`config.mk`:
```
export PLATFORM = sky130hd
export DESIGN_NAME = round_robin_order_list_flat
export DESIGN_NICKNAME = d
export VERILOG_FILES = /design/src/sv/rrol_pkg.sv /design/src/sv/rrol_req_if.sv /design/src/sv/rrol_rsp_if.sv /design/src/sv/rrol_dpath.sv /design/src/sv/rrol_ctrl.sv /design/src/sv/round_robin_order_list.sv /design/src/flat_wrapper.sv
export SDC_FILE = /design/constraint.sdc
export NUM_CORES = 1
export LEC_CHECK = 0
export ABC_AREA = 1
export BUFFER_PORTS_ARGS = -buffer_cell sky130_fd_sc_hd__buf_2
export CAP_MARGIN = 15
export CORE_AREA = 2 2 245 247
export DETAILED_ROUTE_END_ITERATION = 10
export DIE_AREA = 0 0 247 249
export SLEW_MARGIN = 20
export SYNTH_ARGS = -nofsm -noshare
export SYNTH_HDL_FRONTEND = slang
export SYNTH_SLANG_ARGS = --single-unit
```
`constraint.sdc`:
```
create_clock -name clk -period 3.25 [get_ports clk]
set_clock_uncertainty 0.2 [all_clocks]
set_input_delay 0.65 -clock clk [delete_from_list [all_inputs] [get_ports clk]]
set_output_delay 0.65 -clock clk [all_outputs]
set_load 0.02 [all_outputs]
```
`src/sv/rrol_pkg.sv`:
```
// Shared types and codes for the round-robin order list.
package rrol_pkg;

	localparam logic CMD_UPDATE  = 1'b0;
	localparam logic CMD_COMPARE = 1'b1;

	localparam logic [1:0] CHG_SAME   = 2'd0;
	localparam logic [1:0] CHG_GROW   = 2'd1;
	localparam logic [1:0] CHG_SHRINK = 2'd2;

	typedef logic [5:0] ucnt_t;

	typedef struct packed {
		logic        cmd;
		logic [15:0] user_id;
		logic [1:0]  block_change;
		logic [15:0] other_user_id;
	} req_item_t;

	typedef struct packed {
		logic  first_goes_before;
		logic  list_full;
		ucnt_t user_count;
	} rsp_item_t;

	typedef enum logic [3:0] {
		DP_NOP,
		DP_SCAN,
		DP_SHUP_CNT,
		DP_SHUP_PA,
		DP_SHDN,
		DP_WR_FRONT_A,
		DP_WR_FRONT_B,
		DP_WR_LAST_A,
		DP_APPEND_A,
		DP_OUT
	} dp_op_t;

	typedef struct packed {
		dp_op_t op;
		logic   inc_cnt;
		logic   first_before;
		logic   full;
	} dp_cmd_t;

	localparam dp_cmd_t CMD_NOP = '{op: DP_NOP, inc_cnt: 1'b0, first_before: 1'b0, full: 1'b0};

	typedef struct packed {
		logic       busy;
		logic       out_busy;
		logic       found_a;
		logic       found_b;
		logic       a_first;
		logic       same_id;
		logic       room1;
		logic       room2;
		logic       is_cmp;
		logic [1:0] change;
	} dp_status_t;

endpackage

```
`src/sv/rrol_req_if.sv`:
```
// Input channel of the order list: valid, ready and one request item.
interface rrol_req_if;
	logic                valid;
	logic                ready;
	rrol_pkg::req_item_t data;

	modport source(output valid, output data, input ready);
	modport sink(input valid, input data, output ready);
endinterface

```
`src/sv/rrol_rsp_if.sv`:
```
// Output channel of the order list: valid, ready and one result item.
interface rrol_rsp_if;
	logic                valid;
	logic                ready;
	rrol_pkg::rsp_item_t data;

	modport source(output valid, output data, input ready);
	modport sink(input valid, input data, output ready);
endinterface

```
`src/sv/rrol_dpath.sv`:
```
// Datapath of the order list: order memory, scan and shift engine, counters, result register.
module rrol_dpath #(
	parameter int MAX_USERS = 32,
	parameter int ID_BITS   = 16
) (
	input  logic                 clk,
	input  logic                 arst_n,
	input  logic                 accept,
	input  rrol_pkg::req_item_t  item,
	input  rrol_pkg::dp_cmd_t    cmd,
	output rrol_pkg::dp_status_t status,
	output logic                 out_valid,
	input  logic                 out_ready,
	output rrol_pkg::rsp_item_t  out_item
);

	localparam int IDX_W = (MAX_USERS > 2) ? $clog2(MAX_USERS) : 1;
	localparam int CNT_W = $clog2(MAX_USERS + 1);
	localparam logic [CNT_W-1:0] CNT_MAX  = CNT_W'(MAX_USERS);
	localparam logic [CNT_W-1:0] CNT_MAX1 = CNT_W'(MAX_USERS - 1);
	localparam logic [CNT_W-1:0] CNT_ONE  = CNT_W'(1);

	typedef enum logic [1:0] {M_SCAN, M_UP, M_DOWN} mode_t;

	logic [ID_BITS-1:0] mem [MAX_USERS];
	logic [ID_BITS-1:0] a_q, b_q, rdata_q, wdata;
	logic               is_cmp_q;
	logic [1:0]         change_q;
	logic [CNT_W-1:0]   count_q, cur_q, lim_q;
	logic [IDX_W-1:0]   pa_q, pb_q, pidx_s1, raddr, pidx, waddr;
	logic               found_a_q, found_b_q, run_q, pv_s1, issue, we, start;
	mode_t              mode_q;
	logic               out_valid_q;
	rrol_pkg::rsp_item_t out_q;

	assign issue = run_q && (cur_q != lim_q);

	always_comb begin
		start = cmd.op inside {rrol_pkg::DP_SCAN, rrol_pkg::DP_SHUP_CNT,
			rrol_pkg::DP_SHUP_PA, rrol_pkg::DP_SHDN};
	end

	// Shift up reads below the cursor and writes at it; shift down reads at the cursor
	// and writes one place lower.
	always_comb begin
		case (mode_q)
			M_UP: begin
				raddr = IDX_W'(cur_q - CNT_ONE);
				pidx  = IDX_W'(cur_q);
			end
			M_DOWN: begin
				raddr = IDX_W'(cur_q);
				pidx  = IDX_W'(cur_q - CNT_ONE);
			end
			default: begin
				raddr = IDX_W'(cur_q);
				pidx  = IDX_W'(cur_q);
			end
		endcase
	end

	always_comb begin
		we    = 1'b0;
		waddr = pidx_s1;
		wdata = rdata_q;
		if (pv_s1 && mode_q != M_SCAN) begin
			we = 1'b1;
		end
		case (cmd.op)
			rrol_pkg::DP_WR_FRONT_A: begin
				we    = 1'b1;
				waddr = '0;
				wdata = a_q;
			end
			rrol_pkg::DP_WR_FRONT_B: begin
				we    = 1'b1;
				waddr = '0;
				wdata = b_q;
			end
			rrol_pkg::DP_WR_LAST_A: begin
				we    = 1'b1;
				waddr = IDX_W'(count_q - CNT_ONE);
				wdata = a_q;
			end
			rrol_pkg::DP_APPEND_A: begin
				we    = 1'b1;
				waddr = IDX_W'(count_q);
				wdata = a_q;
			end
			default: begin
			end
		endcase
	end

	always_ff @(posedge clk) begin
		if (we) begin
			mem[waddr] <= wdata;
		end
		rdata_q <= mem[raddr];
	end

	always_ff @(posedge clk or negedge arst_n) begin
		if (!arst_n) begin
			run_q       <= 1'b0;
			pv_s1       <= 1'b0;
			mode_q      <= M_SCAN;
			cur_q       <= '0;
			lim_q       <= '0;
			count_q     <= '0;
			found_a_q   <= 1'b0;
			found_b_q   <= 1'b0;
			out_valid_q <= 1'b0;
		end else begin
			pv_s1 <= issue;
			if (start) begin
				run_q <= 1'b1;
				case (cmd.op)
					rrol_pkg::DP_SCAN: begin
						mode_q    <= M_SCAN;
						cur_q     <= '0;
						lim_q     <= count_q;
						found_a_q <= 1'b0;
						found_b_q <= 1'b0;
					end
					rrol_pkg::DP_SHUP_CNT: begin
						mode_q <= M_UP;
						cur_q  <= count_q;
						lim_q  <= '0;
					end
					rrol_pkg::DP_SHUP_PA: begin
						mode_q <= M_UP;
						cur_q  <= CNT_W'(pa_q);
						lim_q  <= '0;
					end
					default: begin
						mode_q <= M_DOWN;
						cur_q  <= CNT_W'(pa_q) + CNT_ONE;
						lim_q  <= count_q;
					end
				endcase
			end else if (run_q) begin
				if (issue) begin
					cur_q <= (mode_q == M_UP) ? cur_q - CNT_ONE : cur_q + CNT_ONE;
				end else begin
					run_q <= 1'b0;
				end
			end
			if (pv_s1 && mode_q == M_SCAN) begin
				if (rdata_q == a_q && !found_a_q) begin
					found_a_q <= 1'b1;
				end
				if (rdata_q == b_q && !found_b_q) begin
					found_b_q <= 1'b1;
				end
			end
			if (cmd.inc_cnt) begin
				count_q <= count_q + CNT_ONE;
			end
			if (cmd.op == rrol_pkg::DP_OUT) begin
				out_valid_q <= 1'b1;
			end else if (out_ready) begin
				out_valid_q <= 1'b0;
			end
		end
	end

	always_ff @(posedge clk) begin
		if (accept) begin
			a_q      <= ID_BITS'(item.user_id);
			b_q      <= ID_BITS'(item.other_user_id);
			is_cmp_q <= item.cmd;
			change_q <= item.block_change;
		end
		pidx_s1 <= pidx;
		if (pv_s1 && mode_q == M_SCAN) begin
			if (rdata_q == a_q && !found_a_q) begin
				pa_q <= pidx_s1;
			end
			if (rdata_q == b_q && !found_b_q) begin
				pb_q <= pidx_s1;
			end
		end
		if (cmd.op == rrol_pkg::DP_OUT) begin
			out_q.first_goes_before <= cmd.first_before;
			out_q.list_full         <= cmd.full;
			out_q.user_count        <= rrol_pkg::ucnt_t'(count_q);
		end
	end

	always_comb begin
		status.busy     = run_q | pv_s1 | start;
		status.out_busy = out_valid_q & ~out_ready;
		status.found_a  = found_a_q;
		status.found_b  = found_b_q;
		status.a_first  = pa_q < pb_q;
		status.same_id  = a_q == b_q;
		status.room1    = count_q < CNT_MAX;
		status.room2    = count_q < CNT_MAX1;
		status.is_cmp   = is_cmp_q;
		status.change   = change_q;
	end

	assign out_valid = out_valid_q;
	assign out_item  = out_q;

endmodule

```
`src/sv/rrol_ctrl.sv`:
```
// Controller of the order list: sequences scan, shift and write steps for each item.
module rrol_ctrl (
	input  logic                 clk,
	input  logic                 arst_n,
	input  logic                 accept,
	output logic                 idle,
	input  rrol_pkg::dp_status_t status,
	output rrol_pkg::dp_cmd_t    cmd
);

	typedef enum logic [2:0] {S_IDLE, S_SCAN, S_DECIDE, S_SHIFT, S_WRITE, S_OUT} state_t;

	state_t            state_q;
	rrol_pkg::dp_cmd_t cmd_q;
	rrol_pkg::dp_op_t  wr_op_q;
	logic              inc_q, before_q, full_q, b_pend_q;
	logic              a_ins, b_ins, a_listed, b_listed, cmp_full, cmp_before;

	// Decide the compare outcome from the scan: a goes in front first, then b.
	always_comb begin
		a_ins    = !status.found_a && status.room1;
		b_ins    = !status.same_id && !status.found_b && (a_ins ? status.room2 : status.room1);
		a_listed = status.found_a || a_ins;
		b_listed = status.found_b || b_ins;
		cmp_full = (!status.found_a && !a_ins) ||
			(!status.same_id && !status.found_b && !b_ins);
		if (status.same_id) begin
			cmp_before = 1'b1;
		end else if (!a_listed) begin
			cmp_before = 1'b0;
		end else if (!b_listed) begin
			cmp_before = 1'b1;
		end else if (b_ins) begin
			cmp_before = 1'b0;
		end else if (a_ins) begin
			cmp_before = 1'b1;
		end else begin
			cmp_before = status.a_first;
		end
	end

	always_ff @(posedge clk or negedge arst_n) begin
		if (!arst_n) begin
			state_q  <= S_IDLE;
			cmd_q    <= rrol_pkg::CMD_NOP;
			wr_op_q  <= rrol_pkg::DP_NOP;
			inc_q    <= 1'b0;
			before_q <= 1'b0;
			full_q   <= 1'b0;
			b_pend_q <= 1'b0;
		end else begin
			cmd_q <= rrol_pkg::CMD_NOP;
			case (state_q)
				S_IDLE: begin
					if (accept) begin
						before_q  <= 1'b0;
						full_q    <= 1'b0;
						b_pend_q  <= 1'b0;
						cmd_q.op  <= rrol_pkg::DP_SCAN;
						state_q   <= S_SCAN;
					end
				end
				S_SCAN: begin
					if (!status.busy) begin
						state_q <= S_DECIDE;
					end
				end
				S_DECIDE: begin
					if (status.is_cmp == rrol_pkg::CMD_UPDATE) begin
						if (!status.found_a) begin
							if (!status.room1) begin
								full_q  <= 1'b1;
								state_q <= S_OUT;
							end else if (status.change == rrol_pkg::CHG_GROW) begin
								// A new user that grew lands at the back directly.
								cmd_q.op      <= rrol_pkg::DP_APPEND_A;
								cmd_q.inc_cnt <= 1'b1;
								state_q       <= S_WRITE;
							end else begin
								cmd_q.op <= rrol_pkg::DP_SHUP_CNT;
								wr_op_q  <= rrol_pkg::DP_WR_FRONT_A;
								inc_q    <= 1'b1;
								state_q  <= S_SHIFT;
							end
						end else begin
							case (status.change)
								rrol_pkg::CHG_GROW: begin
									cmd_q.op <= rrol_pkg::DP_SHDN;
									wr_op_q  <= rrol_pkg::DP_WR_LAST_A;
									inc_q    <= 1'b0;
									state_q  <= S_SHIFT;
								end
								rrol_pkg::CHG_SHRINK: begin
									cmd_q.op <= rrol_pkg::DP_SHUP_PA;
									wr_op_q  <= rrol_pkg::DP_WR_FRONT_A;
									inc_q    <= 1'b0;
									state_q  <= S_SHIFT;
								end
								default: begin
									state_q <= S_OUT;
								end
							endcase
						end
					end else begin
						before_q <= cmp_before;
						full_q   <= cmp_full;
						b_pend_q <= a_ins && b_ins;
						if (a_ins) begin
							cmd_q.op <= rrol_pkg::DP_SHUP_CNT;
							wr_op_q  <= rrol_pkg::DP_WR_FRONT_A;
							inc_q    <= 1'b1;
							state_q  <= S_SHIFT;
						end else if (b_ins) begin
							cmd_q.op <= rrol_pkg::DP_SHUP_CNT;
							wr_op_q  <= rrol_pkg::DP_WR_FRONT_B;
							inc_q    <= 1'b1;
							state_q  <= S_SHIFT;
						end else begin
							state_q <= S_OUT;
						end
					end
				end
				S_SHIFT: begin
					if (!status.busy) begin
						cmd_q.op      <= wr_op_q;
						cmd_q.inc_cnt <= inc_q;
						state_q       <= S_WRITE;
					end
				end
				S_WRITE: begin
					if (b_pend_q) begin
						b_pend_q <= 1'b0;
						cmd_q.op <= rrol_pkg::DP_SHUP_CNT;
						wr_op_q  <= rrol_pkg::DP_WR_FRONT_B;
						inc_q    <= 1'b1;
						state_q  <= S_SHIFT;
					end else begin
						state_q <= S_OUT;
					end
				end
				S_OUT: begin
					if (!status.out_busy) begin
						cmd_q.op           <= rrol_pkg::DP_OUT;
						cmd_q.first_before <= before_q;
						cmd_q.full         <= full_q;
						state_q            <= S_IDLE;
					end
				end
				default: begin
					state_q <= S_IDLE;
				end
			endcase
		end
	end

	assign idle = state_q == S_IDLE;
	assign cmd  = cmd_q;

endmodule

```
`src/sv/round_robin_order_list.sv`:
```
// Top level of the round-robin order list: controller and datapath.
// The block keeps user identifiers in service order in a simple dual-port order memory
// (one read and one write per cycle) and takes one item at a time. An item first
// walks the whole list to find its users, then, where needed, moves entries one place
// per cycle to open a slot at the front or close a gap, and a compare that inserts
// two new users does this twice. The result sits in an output register, so the next
// item is taken while it waits.
module round_robin_order_list #(
	parameter int MAX_USERS = 32,
	parameter int ID_BITS   = 16
) (
	input logic       clk,
	input logic       arst_n,
	rrol_req_if.sink   req,
	rrol_rsp_if.source rsp
);

	logic                 accept;
	logic                 idle;
	rrol_pkg::dp_cmd_t    cmd;
	rrol_pkg::dp_status_t status;

	assign req.ready = idle;
	assign accept    = req.valid & idle;

	rrol_ctrl u_ctrl (
		.clk    (clk),
		.arst_n (arst_n),
		.accept (accept),
		.idle   (idle),
		.status (status),
		.cmd    (cmd)
	);

	rrol_dpath #(
		.MAX_USERS (MAX_USERS),
		.ID_BITS   (ID_BITS)
	) u_dpath (
		.clk       (clk),
		.arst_n    (arst_n),
		.accept    (accept),
		.item      (req.data),
		.cmd       (cmd),
		.status    (status),
		.out_valid (rsp.valid),
		.out_ready (rsp.ready),
		.out_item  (rsp.data)
	);

endmodule

```
`src/flat_wrapper.sv`:
```
// flat-port wrapper written by rule: the top's interface ports become plain ports
module round_robin_order_list_flat 
#(
	parameter int MAX_USERS = 32,
	parameter int ID_BITS   = 16
)
  (clk, arst_n, req_valid, req_data, req_ready, rsp_valid, rsp_data, rsp_ready);
  rrol_req_if req_i ();
  rrol_rsp_if rsp_i ();
  input logic clk;
  input logic arst_n;
  input wire logic [$bits(req_i.valid)-1:0] req_valid;
  input wire logic [$bits(req_i.data)-1:0] req_data;
  output wire logic [$bits(req_i.ready)-1:0] req_ready;
  output wire logic [$bits(rsp_i.valid)-1:0] rsp_valid;
  output wire logic [$bits(rsp_i.data)-1:0] rsp_data;
  input wire logic [$bits(rsp_i.ready)-1:0] rsp_ready;
  assign req_i.valid = req_valid;
  assign req_i.data = req_data;
  assign req_ready = req_i.ready;
  assign rsp_valid = rsp_i.valid;
  assign rsp_data = rsp_i.data;
  assign rsp_i.ready = rsp_ready;
  round_robin_order_list #(.MAX_USERS(MAX_USERS), .ID_BITS(ID_BITS)) u_core (.clk(clk), .arst_n(arst_n), .req(req_i), .rsp(rsp_i));
endmodule
```
==> reports/results.ini <==
[hold_path]
hp-class = input port to register

[clocking]
cts_made_buffers = 68
clk_pin_slew_ns = 0.06
cts_setup_buffers = 0
h-tree-depth = 3
cts_sinks = 628
clockBufferDepth = 3
cts-root-buf = clkbuf_16
insertion_delay_ns = 0.62
cts_tree = yes

[power_and_ir_drop]
leakage_nw = 11.1
p_per_area_nw_per_um2 = 1120
ir_drop_mv = 0.785

[timing]
timing.final.crit_share_pct = 93.9
slew_viol_final = 0
fin_tns_setup_ns = 0
setup_viol = 0
tightest_slew_ns = 0.948
fmax_mhz = 328
post-route-min-period_ns = 3.05
hold_violations = 0
slew-limit-headroom_pct = 36.8
rsz0062_at_grt = no

[place]
dp_cells = 3094
port_buffers = 48
place_congestion = 0.909
dp_hpwl_um = 46300

[synthesis]
yosysSeqAreaShare_pct = 70.1
syn_nets = 2323
ys_types = 46
synth_seq_cells = 628
synthCells = 2273
async_flop_share_pct = 6.69
synthFlopType = edfxtp_1
avgSynthCellArea_um2 = 11.6
syn_area_um2 = 26300
synth_edf_count = 565
synth_warnings = 0

[critical_path]
cp-end-kind = register
reg2reg_depth = 13
r2r_slack_ns = 0.20
r2r-end = u_core.u_dpath.rdata_q[11]$_DFF_P_
worst_setup_path_start_kind = register
endpoint = u_core.u_dpath.rdata_q[11]$_DFF_P_
path_class = register to register
worst-path-max-fanout = 51
r2r-start = u_core.u_dpath.mode_q[1]$_DFFE_PN0P_
cp-startpoint = u_core.u_dpath.mode_q[1]$_DFFE_PN0P_
worstPathRequired_ns = 3.61
arrival_ns = 3.41

[cells_and_area]
utilization_pct = 52.5
fin_nets = 2465
syn_to_final_growth_pct = 17.0
fin_cells = 3244
final_layout_size_suffix_gt1_share_pct = 11.7

[drt]
vias_per_cell = 5.62
drtIter0Drc = 2164
first_pass_iters = 6
ant_nets = 0
wl_per_cell_um = 22.6
drc = 0
drt-total-wl_um = 73300
num_vias = 18200

[floorplanning]
die_y_um = 249
dieWidth_um = 247
dieArea_um2 = 61500
ios = 49
core.rowCount = 89
core_area_um2 = 58700
start_util_pct = 44.8

[grt]
antenna_found_initial = 4
grt_pass1_wl_um = 111000
grt.total_usage_pct = 24.0
grt_max_degree = 114
grt-ovfl-total = 0
first_global_vias = 17600

[outcome]
outcome = finished clean

[job]
max_cap_violations = 0

-- stage by stage --
stage	hold slack [ns]	total power, W	cell area (um2)	setup slack, ns
final	0.0261	0.0345	30800	0.199
after global routing	0.00284	0.0364	30800	0.0476
after CTS	0.000835	0.0346	30800	0.118
after detailed placement	0.226	0.0271	28400	0.142
after global placement	0.214	0.0270	28400	0.110
after floorplan	0.154	0.0205	26300	0.0743
-- critical path, stage by stage (launching register included) --
cell	delay, ns
dfrtp_1	0.41
inv_2	0.07
nand2_2	0.20
nand2_1	0.18
nand2_4	0.14
inv_8	0.27
buf_12	0.31
buf_4	0.23
nor2_1	0.05
o211ai_1	0.21
nand3_1	0.28
nand2_1	0.19
nand2_1	0.07
nand2_1	0.09
-- where the power goes --
part | internal, W | total, W | switching [W]
clock | 0.00427 | 0.00743 | 0.00317
sequential | 0.0111 | 0.0117 | 0.000599
combinational | 0.00437 | 0.0154 | 0.0110
total | 0.0197 | 0.0345 | 0.0148
-- synth_stat cells (all sizes together), types with 2 or more instances --
cell type    n  area share (%)
a211oi       3           0.086
a21oi       40            0.82
a31oi        8            0.19
and3         2           0.048
buf         62             1.3
clkbuf      52            0.75
dfrtp       42             4.0
dfxtp       21             1.6
edfxtp     565              64
ha          11            0.52
inv        156             2.2
nand2      264             3.8
nand3       88             1.7
nand4        3           0.071
nor2       421             6.0
nor3        15            0.29
nor4         6            0.14
o2111ai      4            0.13
o211ai     123             3.5
o21ai      306             5.8
o21bai       8            0.23
o221ai      29            0.97
o22ai        8            0.19
o31ai        2           0.057
o32ai        2           0.067
xnor2        5            0.17
xor2        18            0.60
-- state kept, by name, indices dropped and copies added (netlist names), 2 cells and up --
name / count
u_core.u_dpath.mode_q: 2
u_core.u_dpath.mem: 512
u_core.u_dpath.pidx_s1: 5
u_core.u_dpath.rdata_q: 16
u_core.u_ctrl.cmd: 7
u_core.u_dpath.b_q: 16
u_core.u_ctrl.wr_op_q: 3
u_core.u_dpath.out_item: 8
u_core.u_ctrl.state_q: 3
u_core.u_dpath.a_q: 16
u_core.u_dpath.change_q: 2
u_core.u_dpath.pa_q: 5
u_core.u_dpath.pb_q: 5
u_core.u_dpath.count_q: 6
u_core.u_dpath.cur_q: 6
u_core.u_dpath.lim_q: 6
-- logic make-up after synthesis --
family / share of synthesized area (%)
flops: 70.1
compound gates: 12.3
buf+inv: 4.24
simple gates: 12.1
xor+xnor: 0.765
fa+ha+maj: 0.523
-- worst min-delay path by stage --
stage | startpoint | endpoint | slack (ns) | depth (start not counted)
3_3_place_gp | u_core.u_ctrl.cmd[1]$_DFF_PN0_ | u_core.u_dpath.out_item[7]$_DFFE_PP_ | 0.21 | 0
2_1_floorplan | arst_n | u_core.u_ctrl.b_pend_q$_DFFE_PN0P_ | 0.15 | 0
6_report | req_data[11] | u_core.u_dpath.b_q[11]$_DFFE_PP_ | 0.03 | 1
3_5_place_dp | u_core.u_ctrl.cmd[1]$_DFF_PN0_ | u_core.u_dpath.out_item[7]$_DFFE_PP_ | 0.23 | 0
4_1_cts | req_data[25] | u_core.u_dpath.a_q[7]$_DFFE_PP_ | 0.0008 | 1
5_1_grt | req_data[11] | u_core.u_dpath.b_q[11]$_DFFE_PP_ | 0.003 | 1
-- layer usage --
metal	GRT usage [%]	routed length (um)	up-vias
met5	0	13	-
li1	-	-	8406
met4	7.28	2080	2
met1	33.9	31200	9017
met2	37.9	34600	684
met3	4.20	5350	124
-- repair_timing --
action                                  4_1_cts  5_1_grt
hold endpoints to repair                     23       42
gates resized for setup                       0        2
endpoints found under the setup margin        0       24
hold buffers                                 23        1
-- area by class of cell --
cell class | instances | area [um2]
clock buffer | 88 | 1840
fill | 5003 | 27900
tap | 773 | 967
antenna | 1 | 2.50
inverter | 156 | 593
multi-input combinational | 1375 | 6940
clock inverter | 37 | 290
timing repair buffer | 186 | 1710
sequential | 628 | 18400
-- cell usage in the layout, fill, tap and decap left out, types with 38 or more instances in the layout --
cell / Yosys / layout
nand2_1: 262 / 261
buf_2: 54 / 47
o21ai_0: 275 / 275
clkbuf_16: 0 / 71
nand3_1: 88 / 88
inv_1: 149 / 149
buf_4: 7 / 85
o211ai_1: 123 / 123
dfrtp_1: 42 / 42
edfxtp_1: 565 / 565
a21oi_1: 38 / 38
nor2_1: 418 / 416
No activity file was read; power rests on OpenSTA's default activity.
